### config.mk
export PLATFORM = sky130hd
export DESIGN_NAME = ray_obb_slab_test_unit
export DESIGN_NICKNAME = d
export VERILOG_FILES = /design/src/sv/robb_pkg.sv /design/src/sv/ray_obb_slab_test_unit.sv /design/src/sv/robb_muldiv.sv
export SDC_FILE = /design/constraint.sdc
export NUM_CORES = 2
export LEC_CHECK = 0
export ABC_CLOCK_PERIOD_IN_PS = 24600
export BUFFER_PORTS_ARGS = -buffer_cell sky130_fd_sc_hd__buf_2
export CORE_ASPECT_RATIO = 1.5
export CORE_MARGIN = 5
export CORE_UTILIZATION = 35
export DETAILED_ROUTE_END_ITERATION = 7
export PLACE_DENSITY = 0.55
export SLEW_MARGIN = 20
export SYNTH_ARGS = -nofsm -noshare
export SYNTH_HDL_FRONTEND = slang
export SYNTH_SLANG_ARGS = --single-unit
### constraint.sdc
create_clock -name clk -period 24.6 [get_ports clk]
set_input_delay 2.46 -clock clk [delete_from_list [all_inputs] [get_ports clk]]
set_output_delay 2.46 -clock clk [all_outputs]
set_load 0.03 [all_outputs]
### src/sv/robb_pkg.sv
// Package of the ray to box slab test unit: word format, payload structs,
// codes and small helpers. Used by every module of the block.
`default_nettype none

package robb_pkg;

    // Word format of vectors, bounds and distances.
    localparam int WORD_BITS   = 48;
    localparam int DIST_BITS   = 47;
    localparam int THRESH_BITS = 17;
    localparam int KIND_BITS   = 3;
    localparam int CFG_IDX_BITS = 3;

    localparam logic signed [WORD_BITS-1:0] WORD_MAX = {1'b0, {(WORD_BITS-1){1'b1}}};
    localparam logic signed [WORD_BITS-1:0] WORD_MIN = {1'b1, {(WORD_BITS-1){1'b0}}};

    // Item kinds.
    localparam logic [KIND_BITS-1:0] KIND_ORIGIN = 3'd0;
    localparam logic [KIND_BITS-1:0] KIND_DIR    = 3'd1;
    localparam logic [KIND_BITS-1:0] KIND_AXIS_X = 3'd2;
    localparam logic [KIND_BITS-1:0] KIND_AXIS_Y = 3'd3;
    localparam logic [KIND_BITS-1:0] KIND_AXIS_Z = 3'd4;
    localparam logic [KIND_BITS-1:0] KIND_BOX    = 3'd5;

    // Configuration register indexes.
    localparam logic [CFG_IDX_BITS-1:0] CFG_MIN_X  = 3'd0;
    localparam logic [CFG_IDX_BITS-1:0] CFG_MIN_Y  = 3'd1;
    localparam logic [CFG_IDX_BITS-1:0] CFG_MIN_Z  = 3'd2;
    localparam logic [CFG_IDX_BITS-1:0] CFG_MAX_X  = 3'd3;
    localparam logic [CFG_IDX_BITS-1:0] CFG_MAX_Y  = 3'd4;
    localparam logic [CFG_IDX_BITS-1:0] CFG_MAX_Z  = 3'd5;
    localparam logic [CFG_IDX_BITS-1:0] CFG_THRESH = 3'd6;
    localparam logic [CFG_IDX_BITS-1:0] CFG_FAR    = 3'd7;

    typedef struct packed {
        logic [KIND_BITS-1:0]        kind;
        logic signed [WORD_BITS-1:0] vec_x;
        logic signed [WORD_BITS-1:0] vec_y;
        logic signed [WORD_BITS-1:0] vec_z;
    } in_req_t;

    typedef struct packed {
        logic                 hit;
        logic [DIST_BITS-1:0] distance;
    } out_req_t;

    // Command to the serial multiply and divide unit.
    typedef struct packed {
        logic start;
        logic div;
    } arith_cmd_t;

    // Magnitude of a signed word; the most negative word maps to 2^(W-1).
    function automatic logic [WORD_BITS-1:0] mag(input logic signed [WORD_BITS-1:0] a);
        logic [WORD_BITS-1:0] u;
        u = a;
        return a[WORD_BITS-1] ? WORD_BITS'(~u + 1'b1) : u;
    endfunction

endpackage

`default_nettype wire

### src/sv/ray_obb_slab_test_unit.sv
// Ray against oriented box, slab method, in signed fixed point. Requests of
// kinds origin, direction and the three box axes are stored on arrival and
// give no result. A box position request runs the test: per axis six
// bit-serial products and, for a slab that is not parallel, two serial
// divisions, all through the one shared multiply and divide unit. A test
// ends sooner when it misses early. The input is stalled while a test runs.
// Depends on robb_pkg and robb_muldiv.
`default_nettype none

module ray_obb_slab_test_unit
    import robb_pkg::*;
#(
    parameter int FRAC_BITS = 16
)(
    input  wire logic                       clk,
    input  wire logic                       rst_n,
    input  wire logic                       in_valid,
    output logic                            in_stall,
    input  wire in_req_t                    in_data,
    output logic                            out_valid,
    input  wire logic                       out_stall,
    output out_req_t                        out_data,
    input  wire logic                       cfg_we,
    input  wire logic [CFG_IDX_BITS-1:0]    cfg_index,
    input  wire logic [WORD_BITS-1:0]       cfg_data
);

    localparam int W = WORD_BITS;

    typedef enum logic [7:0] {
        S_IDLE     = 8'b0000_0001,
        S_MUL_GO   = 8'b0000_0010,
        S_MUL_WAIT = 8'b0000_0100,
        S_CHECK    = 8'b0000_1000,
        S_DIV_GO   = 8'b0001_0000,
        S_DIV_WAIT = 8'b0010_0000,
        S_NARROW   = 8'b0100_0000,
        S_DONE     = 8'b1000_0000
    } state_t;

    state_t state_reg, state_next;

    logic signed [W-1:0] org_reg [3];
    logic signed [W-1:0] dir_reg [3];
    logic signed [W-1:0] axes_reg [3][3];
    logic signed [W-1:0] delta_reg [3];
    logic signed [W-1:0] cfg_min_reg [3];
    logic signed [W-1:0] cfg_max_reg [3];
    logic [THRESH_BITS-1:0] thresh_reg;
    logic [DIST_BITS-1:0]   far_reg;

    logic [1:0]          ax_reg, ax_next;
    logic [1:0]          c_reg, c_next;
    logic                dot_f_reg, dot_f_next;
    logic                div_hi_reg, div_hi_next;
    logic                hit_reg, hit_next;
    logic signed [W-1:0] acc_reg, acc_next;
    logic signed [W-1:0] e_reg, e_next;
    logic signed [W-1:0] f_reg, f_next;
    logic signed [W-1:0] t1_reg, t1_next;
    logic signed [W-1:0] tmin_reg, tmin_next;
    logic signed [W-1:0] tmax_reg, tmax_next;
    logic                out_valid_reg, out_valid_next;
    out_req_t            out_data_reg, out_data_next;

    arith_cmd_t          cmd;
    logic signed [W-1:0] opa, opb;
    logic                arith_done;
    logic signed [W-1:0] arith_res;

    logic                in_accept;
    logic signed [W-1:0] acc_sum;
    logic signed [W-1:0] t_lo, t_hi, nmin, nmax;

    function automatic logic signed [W-1:0] sat_add(input logic signed [W-1:0] a,
                                                    input logic signed [W-1:0] b);
        logic signed [W:0] s;
        s = {a[W-1], a} + {b[W-1], b};
        if (s[W] != s[W-1])
        begin
            return s[W] ? WORD_MIN : WORD_MAX;
        end
        return s[W-1:0];
    endfunction

    function automatic logic signed [W-1:0] sat_sub(input logic signed [W-1:0] a,
                                                    input logic signed [W-1:0] b);
        logic signed [W:0] s;
        s = {a[W-1], a} - {b[W-1], b};
        if (s[W] != s[W-1])
        begin
            return s[W] ? WORD_MIN : WORD_MAX;
        end
        return s[W-1:0];
    endfunction

    assign in_stall  = (state_reg != S_IDLE);
    assign in_accept = in_valid && !in_stall;
    assign out_valid = out_valid_reg;
    assign out_data  = out_data_reg;

    // Shared serial arithmetic unit.
    robb_muldiv #(
        .FRAC_BITS (FRAC_BITS)
    ) u_muldiv (
        .clk    (clk),
        .rst_n  (rst_n),
        .cmd    (cmd),
        .opa    (opa),
        .opb    (opb),
        .done   (arith_done),
        .result (arith_res)
    );

    // Operand selection for the unit.
    always_comb
    begin
        cmd.start = (state_reg == S_MUL_GO) || (state_reg == S_DIV_GO);
        cmd.div   = (state_reg == S_DIV_GO);
        if (state_reg == S_DIV_GO)
        begin
            opa = sat_add(e_reg, div_hi_reg ? cfg_max_reg[ax_reg] : cfg_min_reg[ax_reg]);
            opb = f_reg;
        end
        else
        begin
            opa = axes_reg[ax_reg][c_reg];
            opb = dot_f_reg ? dir_reg[c_reg] : delta_reg[c_reg];
        end
    end

    // Interval narrowing terms.
    always_comb
    begin
        acc_sum = sat_add(acc_reg, arith_res);
        t_lo    = (t1_reg > arith_res) ? arith_res : t1_reg;
        t_hi    = (t1_reg > arith_res) ? t1_reg : arith_res;
        nmax    = (t_hi < tmax_reg) ? t_hi : tmax_reg;
        nmin    = (t_lo > tmin_reg) ? t_lo : tmin_reg;
    end

    // Test sequencer.
    always_comb
    begin
        state_next     = state_reg;
        ax_next        = ax_reg;
        c_next         = c_reg;
        dot_f_next     = dot_f_reg;
        div_hi_next    = div_hi_reg;
        hit_next       = hit_reg;
        acc_next       = acc_reg;
        e_next         = e_reg;
        f_next         = f_reg;
        t1_next        = t1_reg;
        tmin_next      = tmin_reg;
        tmax_next      = tmax_reg;
        out_valid_next = out_valid_reg && out_stall;
        out_data_next  = out_data_reg;

        case (state_reg)
            S_IDLE:
            begin
                if (in_accept && in_data.kind == KIND_BOX)
                begin
                    ax_next    = 2'd0;
                    c_next     = 2'd0;
                    dot_f_next = 1'b0;
                    acc_next   = '0;
                    tmin_next  = '0;
                    tmax_next  = W'(far_reg);
                    state_next = S_MUL_GO;
                end
            end
            S_MUL_GO:
            begin
                state_next = S_MUL_WAIT;
            end
            S_MUL_WAIT:
            begin
                if (arith_done)
                begin
                    if (c_reg == 2'd2)
                    begin
                        c_next   = 2'd0;
                        acc_next = '0;
                        if (dot_f_reg)
                        begin
                            f_next     = acc_sum;
                            state_next = S_CHECK;
                        end
                        else
                        begin
                            e_next     = acc_sum;
                            dot_f_next = 1'b1;
                            state_next = S_MUL_GO;
                        end
                    end
                    else
                    begin
                        acc_next   = acc_sum;
                        c_next     = c_reg + 2'd1;
                        state_next = S_MUL_GO;
                    end
                end
            end
            S_CHECK:
            begin
                // Slab not parallel: divide; otherwise the origin must lie inside.
                if (mag(f_reg) > W'(thresh_reg))
                begin
                    div_hi_next = 1'b0;
                    state_next  = S_DIV_GO;
                end
                else if (cfg_min_reg[ax_reg] > e_reg || cfg_max_reg[ax_reg] < e_reg)
                begin
                    hit_next   = 1'b0;
                    state_next = S_DONE;
                end
                else if (ax_reg == 2'd2)
                begin
                    hit_next   = 1'b1;
                    state_next = S_DONE;
                end
                else
                begin
                    ax_next    = ax_reg + 2'd1;
                    dot_f_next = 1'b0;
                    state_next = S_MUL_GO;
                end
            end
            S_DIV_GO:
            begin
                state_next = S_DIV_WAIT;
            end
            S_DIV_WAIT:
            begin
                if (arith_done)
                begin
                    if (div_hi_reg)
                    begin
                        state_next = S_NARROW;
                    end
                    else
                    begin
                        t1_next     = arith_res;
                        div_hi_next = 1'b1;
                        state_next  = S_DIV_GO;
                    end
                end
            end
            S_NARROW:
            begin
                // The second quotient is still held at the unit's output.
                tmin_next = nmin;
                tmax_next = nmax;
                if (nmax < nmin)
                begin
                    hit_next   = 1'b0;
                    state_next = S_DONE;
                end
                else if (ax_reg == 2'd2)
                begin
                    hit_next   = 1'b1;
                    state_next = S_DONE;
                end
                else
                begin
                    ax_next    = ax_reg + 2'd1;
                    dot_f_next = 1'b0;
                    state_next = S_MUL_GO;
                end
            end
            S_DONE:
            begin
                if (!out_valid_reg || !out_stall)
                begin
                    out_valid_next         = 1'b1;
                    out_data_next.hit      = hit_reg;
                    out_data_next.distance = hit_reg ? tmin_reg[DIST_BITS-1:0] : '0;
                    state_next             = S_IDLE;
                end
            end
            default:
            begin
                state_next = S_IDLE;
            end
        endcase
    end

    // Sequencer and output registers.
    always_ff @(posedge clk or negedge rst_n)
    begin
        if (!rst_n)
        begin
            state_reg     <= S_IDLE;
            ax_reg        <= '0;
            c_reg         <= '0;
            dot_f_reg     <= 1'b0;
            div_hi_reg    <= 1'b0;
            hit_reg       <= 1'b0;
            acc_reg       <= '0;
            e_reg         <= '0;
            f_reg         <= '0;
            t1_reg        <= '0;
            tmin_reg      <= '0;
            tmax_reg      <= '0;
            out_valid_reg <= 1'b0;
            out_data_reg  <= '0;
        end
        else
        begin
            state_reg     <= state_next;
            ax_reg        <= ax_next;
            c_reg         <= c_next;
            dot_f_reg     <= dot_f_next;
            div_hi_reg    <= div_hi_next;
            hit_reg       <= hit_next;
            acc_reg       <= acc_next;
            e_reg         <= e_next;
            f_reg         <= f_next;
            t1_reg        <= t1_next;
            tmin_reg      <= tmin_next;
            tmax_reg      <= tmax_next;
            out_valid_reg <= out_valid_next;
            out_data_reg  <= out_data_next;
        end
    end

    // Stored vectors; the box position is turned into deltas on arrival.
    always_ff @(posedge clk or negedge rst_n)
    begin
        if (!rst_n)
        begin
            for (int i = 0; i < 3; i++)
            begin
                org_reg[i]   <= '0;
                dir_reg[i]   <= '0;
                delta_reg[i] <= '0;
                for (int j = 0; j < 3; j++)
                begin
                    axes_reg[i][j] <= '0;
                end
            end
        end
        else if (in_accept)
        begin
            case (in_data.kind)
                KIND_ORIGIN:
                begin
                    org_reg[0] <= in_data.vec_x;
                    org_reg[1] <= in_data.vec_y;
                    org_reg[2] <= in_data.vec_z;
                end
                KIND_DIR:
                begin
                    dir_reg[0] <= in_data.vec_x;
                    dir_reg[1] <= in_data.vec_y;
                    dir_reg[2] <= in_data.vec_z;
                end
                KIND_AXIS_X:
                begin
                    axes_reg[0][0] <= in_data.vec_x;
                    axes_reg[0][1] <= in_data.vec_y;
                    axes_reg[0][2] <= in_data.vec_z;
                end
                KIND_AXIS_Y:
                begin
                    axes_reg[1][0] <= in_data.vec_x;
                    axes_reg[1][1] <= in_data.vec_y;
                    axes_reg[1][2] <= in_data.vec_z;
                end
                KIND_AXIS_Z:
                begin
                    axes_reg[2][0] <= in_data.vec_x;
                    axes_reg[2][1] <= in_data.vec_y;
                    axes_reg[2][2] <= in_data.vec_z;
                end
                KIND_BOX:
                begin
                    delta_reg[0] <= sat_sub(in_data.vec_x, org_reg[0]);
                    delta_reg[1] <= sat_sub(in_data.vec_y, org_reg[1]);
                    delta_reg[2] <= sat_sub(in_data.vec_z, org_reg[2]);
                end
                default:
                begin
                end
            endcase
        end
    end

    // Configuration registers.
    always_ff @(posedge clk or negedge rst_n)
    begin
        if (!rst_n)
        begin
            for (int i = 0; i < 3; i++)
            begin
                cfg_min_reg[i] <= -W'(65536);
                cfg_max_reg[i] <= W'(65536);
            end
            thresh_reg <= THRESH_BITS'(66);
            far_reg    <= DIST_BITS'(64'd6553600000);
        end
        else if (cfg_we)
        begin
            case (cfg_index)
                CFG_MIN_X:  cfg_min_reg[0] <= cfg_data;
                CFG_MIN_Y:  cfg_min_reg[1] <= cfg_data;
                CFG_MIN_Z:  cfg_min_reg[2] <= cfg_data;
                CFG_MAX_X:  cfg_max_reg[0] <= cfg_data;
                CFG_MAX_Y:  cfg_max_reg[1] <= cfg_data;
                CFG_MAX_Z:  cfg_max_reg[2] <= cfg_data;
                CFG_THRESH: thresh_reg     <= cfg_data[THRESH_BITS-1:0];
                CFG_FAR:    far_reg        <= cfg_data[DIST_BITS-1:0];
                default:
                begin
                end
            endcase
        end
    end

endmodule

`default_nettype wire

### src/sv/robb_muldiv.sv
// Bit-serial fixed-point multiplier and restoring divider, shared by all
// products and quotients of the slab test. Depends on robb_pkg.
`default_nettype none

module robb_muldiv
    import robb_pkg::*;
#(
    parameter int FRAC_BITS = 16
)(
    input  wire logic                        clk,
    input  wire logic                        rst_n,
    input  wire arith_cmd_t                  cmd,
    input  wire logic signed [WORD_BITS-1:0] opa,
    input  wire logic signed [WORD_BITS-1:0] opb,
    output logic                             done,
    output logic signed [WORD_BITS-1:0]      result
);

    localparam int W  = WORD_BITS;
    localparam int NB = WORD_BITS + FRAC_BITS;
    localparam int CW = $clog2(NB + 1);
    localparam logic [CW-1:0] MUL_LAST = CW'(W - 1);
    localparam logic [CW-1:0] DIV_LAST = CW'(NB - 1);

    logic                   busy_reg, fin_reg, done_reg, div_reg, neg_reg;
    logic [CW-1:0]          cnt_reg;
    logic [W-1:0]           x_reg;
    logic [2*W-1:0]         p_reg;
    logic [W-1:0]           r_reg;
    logic signed [W-1:0]    res_reg;

    logic [W:0]             mul_sum;
    logic [2*W-1:0]         mul_p_next;
    logic [W:0]             rem_shift;
    logic                   rem_ge;
    logic [W-1:0]           rem_next;
    logic [2*W-1:0]         div_p_next;
    logic [2*W-1:0]         mag_out;
    logic                   ovf;
    logic [W-1:0]           low_word;
    logic signed [W-1:0]    sat_val;

    // One multiply step: add the multiplicand on a set bit, shift right.
    always_comb
    begin
        mul_sum    = {1'b0, p_reg[2*W-1:W]} + (p_reg[0] ? {1'b0, x_reg} : {(W+1){1'b0}});
        mul_p_next = {mul_sum, p_reg[W-1:1]};
    end

    // One divide step: bring down the next dividend bit, subtract if it fits.
    always_comb
    begin
        rem_shift  = {r_reg, p_reg[NB-1]};
        rem_ge     = rem_shift >= {1'b0, x_reg};
        rem_next   = rem_ge ? W'(rem_shift - {1'b0, x_reg}) : rem_shift[W-1:0];
        div_p_next = {p_reg[2*W-1:NB], p_reg[NB-2:0], rem_ge};
    end

    // Saturate the final magnitude to the word range and apply the sign.
    always_comb
    begin
        mag_out  = div_reg ? p_reg : (p_reg >> FRAC_BITS);
        low_word = mag_out[W-1:0];
        ovf      = (|mag_out[2*W-1:W])
                 || (mag_out[W-1] && (!neg_reg || (|mag_out[W-2:0])));
        if (ovf)
        begin
            sat_val = neg_reg ? WORD_MIN : WORD_MAX;
        end
        else
        begin
            sat_val = neg_reg ? W'(~low_word + 1'b1) : low_word;
        end
    end

    always_ff @(posedge clk or negedge rst_n)
    begin
        if (!rst_n)
        begin
            busy_reg <= 1'b0;
            fin_reg  <= 1'b0;
            done_reg <= 1'b0;
            div_reg  <= 1'b0;
            neg_reg  <= 1'b0;
            cnt_reg  <= '0;
            x_reg    <= '0;
            p_reg    <= '0;
            r_reg    <= '0;
            res_reg  <= '0;
        end
        else
        begin
            done_reg <= 1'b0;
            fin_reg  <= 1'b0;
            if (cmd.start && !busy_reg && !fin_reg)
            begin
                // Load magnitudes; operands are a*b or a/b.
                busy_reg <= 1'b1;
                div_reg  <= cmd.div;
                neg_reg  <= opa[W-1] ^ opb[W-1];
                cnt_reg  <= '0;
                r_reg    <= '0;
                if (cmd.div)
                begin
                    x_reg <= mag(opb);
                    p_reg <= {{(2*W-NB){1'b0}}, mag(opa), {FRAC_BITS{1'b0}}};
                end
                else
                begin
                    x_reg <= mag(opa);
                    p_reg <= {{W{1'b0}}, mag(opb)};
                end
            end
            else if (busy_reg)
            begin
                cnt_reg <= cnt_reg + 1'b1;
                if (div_reg)
                begin
                    p_reg <= div_p_next;
                    r_reg <= rem_next;
                end
                else
                begin
                    p_reg <= mul_p_next;
                end
                if (cnt_reg == (div_reg ? DIV_LAST : MUL_LAST))
                begin
                    busy_reg <= 1'b0;
                    fin_reg  <= 1'b1;
                end
            end
            else if (fin_reg)
            begin
                res_reg  <= sat_val;
                done_reg <= 1'b1;
            end
        end
    end

    assign done   = done_reg;
    assign result = res_reg;

endmodule

`default_nettype wire

==> impl_metrics.py <==
metrics = {
    "outcome": {
        "status": "completed",
    },
    "timing": {
        "final.setup.worst_slack_ns": 13.14,
        "holdWs_ns": 0.4591,
        "fin_skew_ns": 0.1080,
        "max_freq_mhz": 87.29,
        "period_share_pct": 46.57,
        "slew_headroom_pct": 12.71,
        "finalSetupViolCount": 0,
        "tightest_slew_ns": 1.296,
        "rsz0062_at_grt": "no",
        "slew_viol_final": 0,
        "final-hold-violation-count": 0,
        "min_period_ns": 11.46,
        "finalSetupTns_ns": 0,
    },
    "detailed_routing": {
        "drt_first_pass_iters": 6,
        "vias": 91590,
        "drc_errors": 0,
        "first_iter_violations": 6865,
        "drtAntennaViolNets": 0,
        "wirelength_mm": 438.2,
        "routedWlPerCell_um": 27.24,
        "viasPerCell": 5.694,
    },
    "critical_path": {
        "ff2ff_path_depth": 39,
        "end_kind": "flop",
        "startpoint_type": "flop",
        "r2r_end": "ax_reg[1]",
        "slowest_delay_ns": 0.69,
        "r2r_setup_slack_ns": 13.14,
        "crit_required_ns": 25.40,
        "worstSetupPathType": "reg2reg",
        "r2r_start": "u_muldiv.result[28]",
        "cp.arrival_ns": 12.26,
        "crit_slowest_cell": "xor2_4",
        "critPathMaxFanout": 66,
    },
    "clock_tree": {
        "cts-htree-levels": 4,
        "ctsRootBufferMaster": "clkbuf_16",
        "post_cts_buffers": 0,
        "cts_buffers": 200,
        "clkSinkCount": 1820,
        "cts_tree": "built",
        "clk_pin_slew_ns": 0.07,
        "cts.hold.buffers_added": 0,
        "cts.path.max_buffers": 4,
        "cts-resized-gates": 0,
        "clk_latency_ns": 0.93,
    },
    "power_and_ir_drop": {
        "irDropWorstVdd_uv": 87.87,
        "powerDensity_nw_per_um2": 124.3,
        "leakage_uw": 0.05611,
    },
    "placed_design": {
        "pre_cts_ws_ns": 13.23,
        "dpl-instance-area_um2": 119000,
        "gp_congestion": 0.9842,
        "hpwlAfterDp_mm": 333.1,
        "portBuffers": 252,
    },
    "worst_hold_path": {
        "hold_class": "reg2reg",
        "min_to": "out_data[17]",
        "hold_depth": 2,
        "worstHoldStart": "out_data[17]",
    },
    "layout": {
        "final_nets": 12520,
        "area_growth_pct": 11.30,
        "final_area_um2": 125800,
        "largest_reg_flops": 432,
        "drive_gt1_share_pct": 19.20,
        "final_util_pct": 39.12,
        "nFillCells": 32370,
    },
    "flow_run": {
        "cap_violations": 0,
    },
    "synth": {
        "synthCells": 11650,
        "syn_area_um2": 113000,
        "syn_avg_cell_area_um2": 9.703,
        "synth-edff-count": 0,
        "ys_ff_latch": 1820,
        "yosysMostFrequentCell": "dfrtp_1",
        "synth_common_cells": "dfrtp_1 (1712), mux2_2 (1197), nand2_1 (1126)",
        "syn-num-nets": 12510,
        "ys_warn_count": 0,
        "synthFlopType": "dfrtp_1",
        "seq_area_frac_synth_pct": 40.41,
        "synthArstFlopShare_pct": 100.0,
        "synth_cell_types": 110,
        "yosysTopAreaCell": "dfrtp_1",
        "synth_top_area_share_pct": 37.90,
        "synth_area_leaders": "dfrtp_1 (38%), mux2_2 (12%), ha_1 (7.2%)",
    },
    "global_route": {
        "antenna_found_initial": 65,
        "grt_pass1_vias": 91140,
        "grt_start_max_net_pins": 194,
        "grt_overflow_total": 0,
        "track_usage_pct": 25.51,
        "grt_pass1_wl_mm": 635.9,
    },
    "die": {
        "io_pins": 253,
        "rows": 255,
        "fp.dieW_um": 474.0,
        "start_util_pct": 35.15,
        "die_area_um2": 334700,
        "die_h_um": 706.0,
        "core-area_um2": 321600,
    },
}
==> per-stage QoR <==
step / total power, uW / std cells
after detailed placement: 12360 / 15700
after global placement: 12290 / 15700
final: 15640 / 16090
after floorplan: 9431 / 11650
after global routing: 16440 / 16070
after CTS: 15590 / 16060
==> where the power goes <==
| group | total, uW | internal (uW) | leakage [uW] | switching [uW] |
|---|---|---|---|---|
| clock | 3180 | 1830 | 0.00330 | 1350 |
| sequential | 4780 | 4080 | 0.0226 | 696 |
| combinational | 7680 | 2860 | 0.0302 | 4820 |
| total | 15600 | 8770 | 0.0561 | 6860 |
==> critical path: cells and delay by family, from the launching register on <==
kind                     cells  cell delay [ns]
AND/OR/NAND/NOR             16             3.86
flip-flops                   1             0.44
buffers and inverters        4             1.51
adder cells (fa/ha/maj)      3             1.17
multiplexers                 3             1.16
AO/OA/AOI/OAI               11             2.21
XOR/XNOR                     2             0.87
==> cells by family (layout without fill, tap and decap cells) <==
logic type      count (synthesis)  count (layout)  synth area share [%]
compound gates               3116            3116                 17.12
xor+xnor                      396             396                 3.075
other cells                     0              25                     0
simple gates                 2832            2832                 11.59
fa+ha+maj                     707             707                 7.753
mux                          1572            1572                 15.89
flops                        1820            1820                 40.41
buf+inv                      1207            1377                 4.168
==> cell usage in the layout (no fill, tap or decap), drive strengths merged, types with 314 or more instances in the layout <==
cell type  count
a21oi        792
buf          443
dfrtp       1712
ha           646
inv          581
mux2        1200
mux2i        314
nand2       1128
nor2         667
o21ai       1011
==> worst max path at each step <==
stage / cells past startpoint / start / slack [ns] / endpoint
after floorplan: 45 / ax_reg[1] / 14.52 / u_muldiv.x_reg[40]
after global placement: 38 / u_muldiv.result[47] / 13.35 / ax_reg[1]
after detailed placement: 39 / u_muldiv.result[29] / 13.23 / ax_reg[1]
after CTS: 39 / u_muldiv.result[29] / 13.20 / ax_reg[1]
after global routing: 39 / u_muldiv.result[29] / 12.54 / ax_reg[1]
final: 39 / u_muldiv.result[28] / 13.14 / ax_reg[1]
==> final cells by class <==
cell class                 instances  area [um^2]  share of cell area (%)
clock inverter                    79         1013                  0.8055
inverter                         577         2166                   1.721
clock buffer                     278         5720                   4.547
timing repair buffer             443         2825                   2.246
tap                             4240         5305                   4.217
antenna                           25        62.56                 0.04972
multi-input combinational       8623        63020                   50.09
sequential                      1820        45700                   36.32
==> per-layer routing <==
metal / track usage [%] / share of wire, %
met1: 28.99 / 38
met2: 43.67 / 49
met3: 3.737 / 4.8
met4: 18.43 / 8.7
met5: 0 / 0.076
Power figures use the tool's default switching activity.
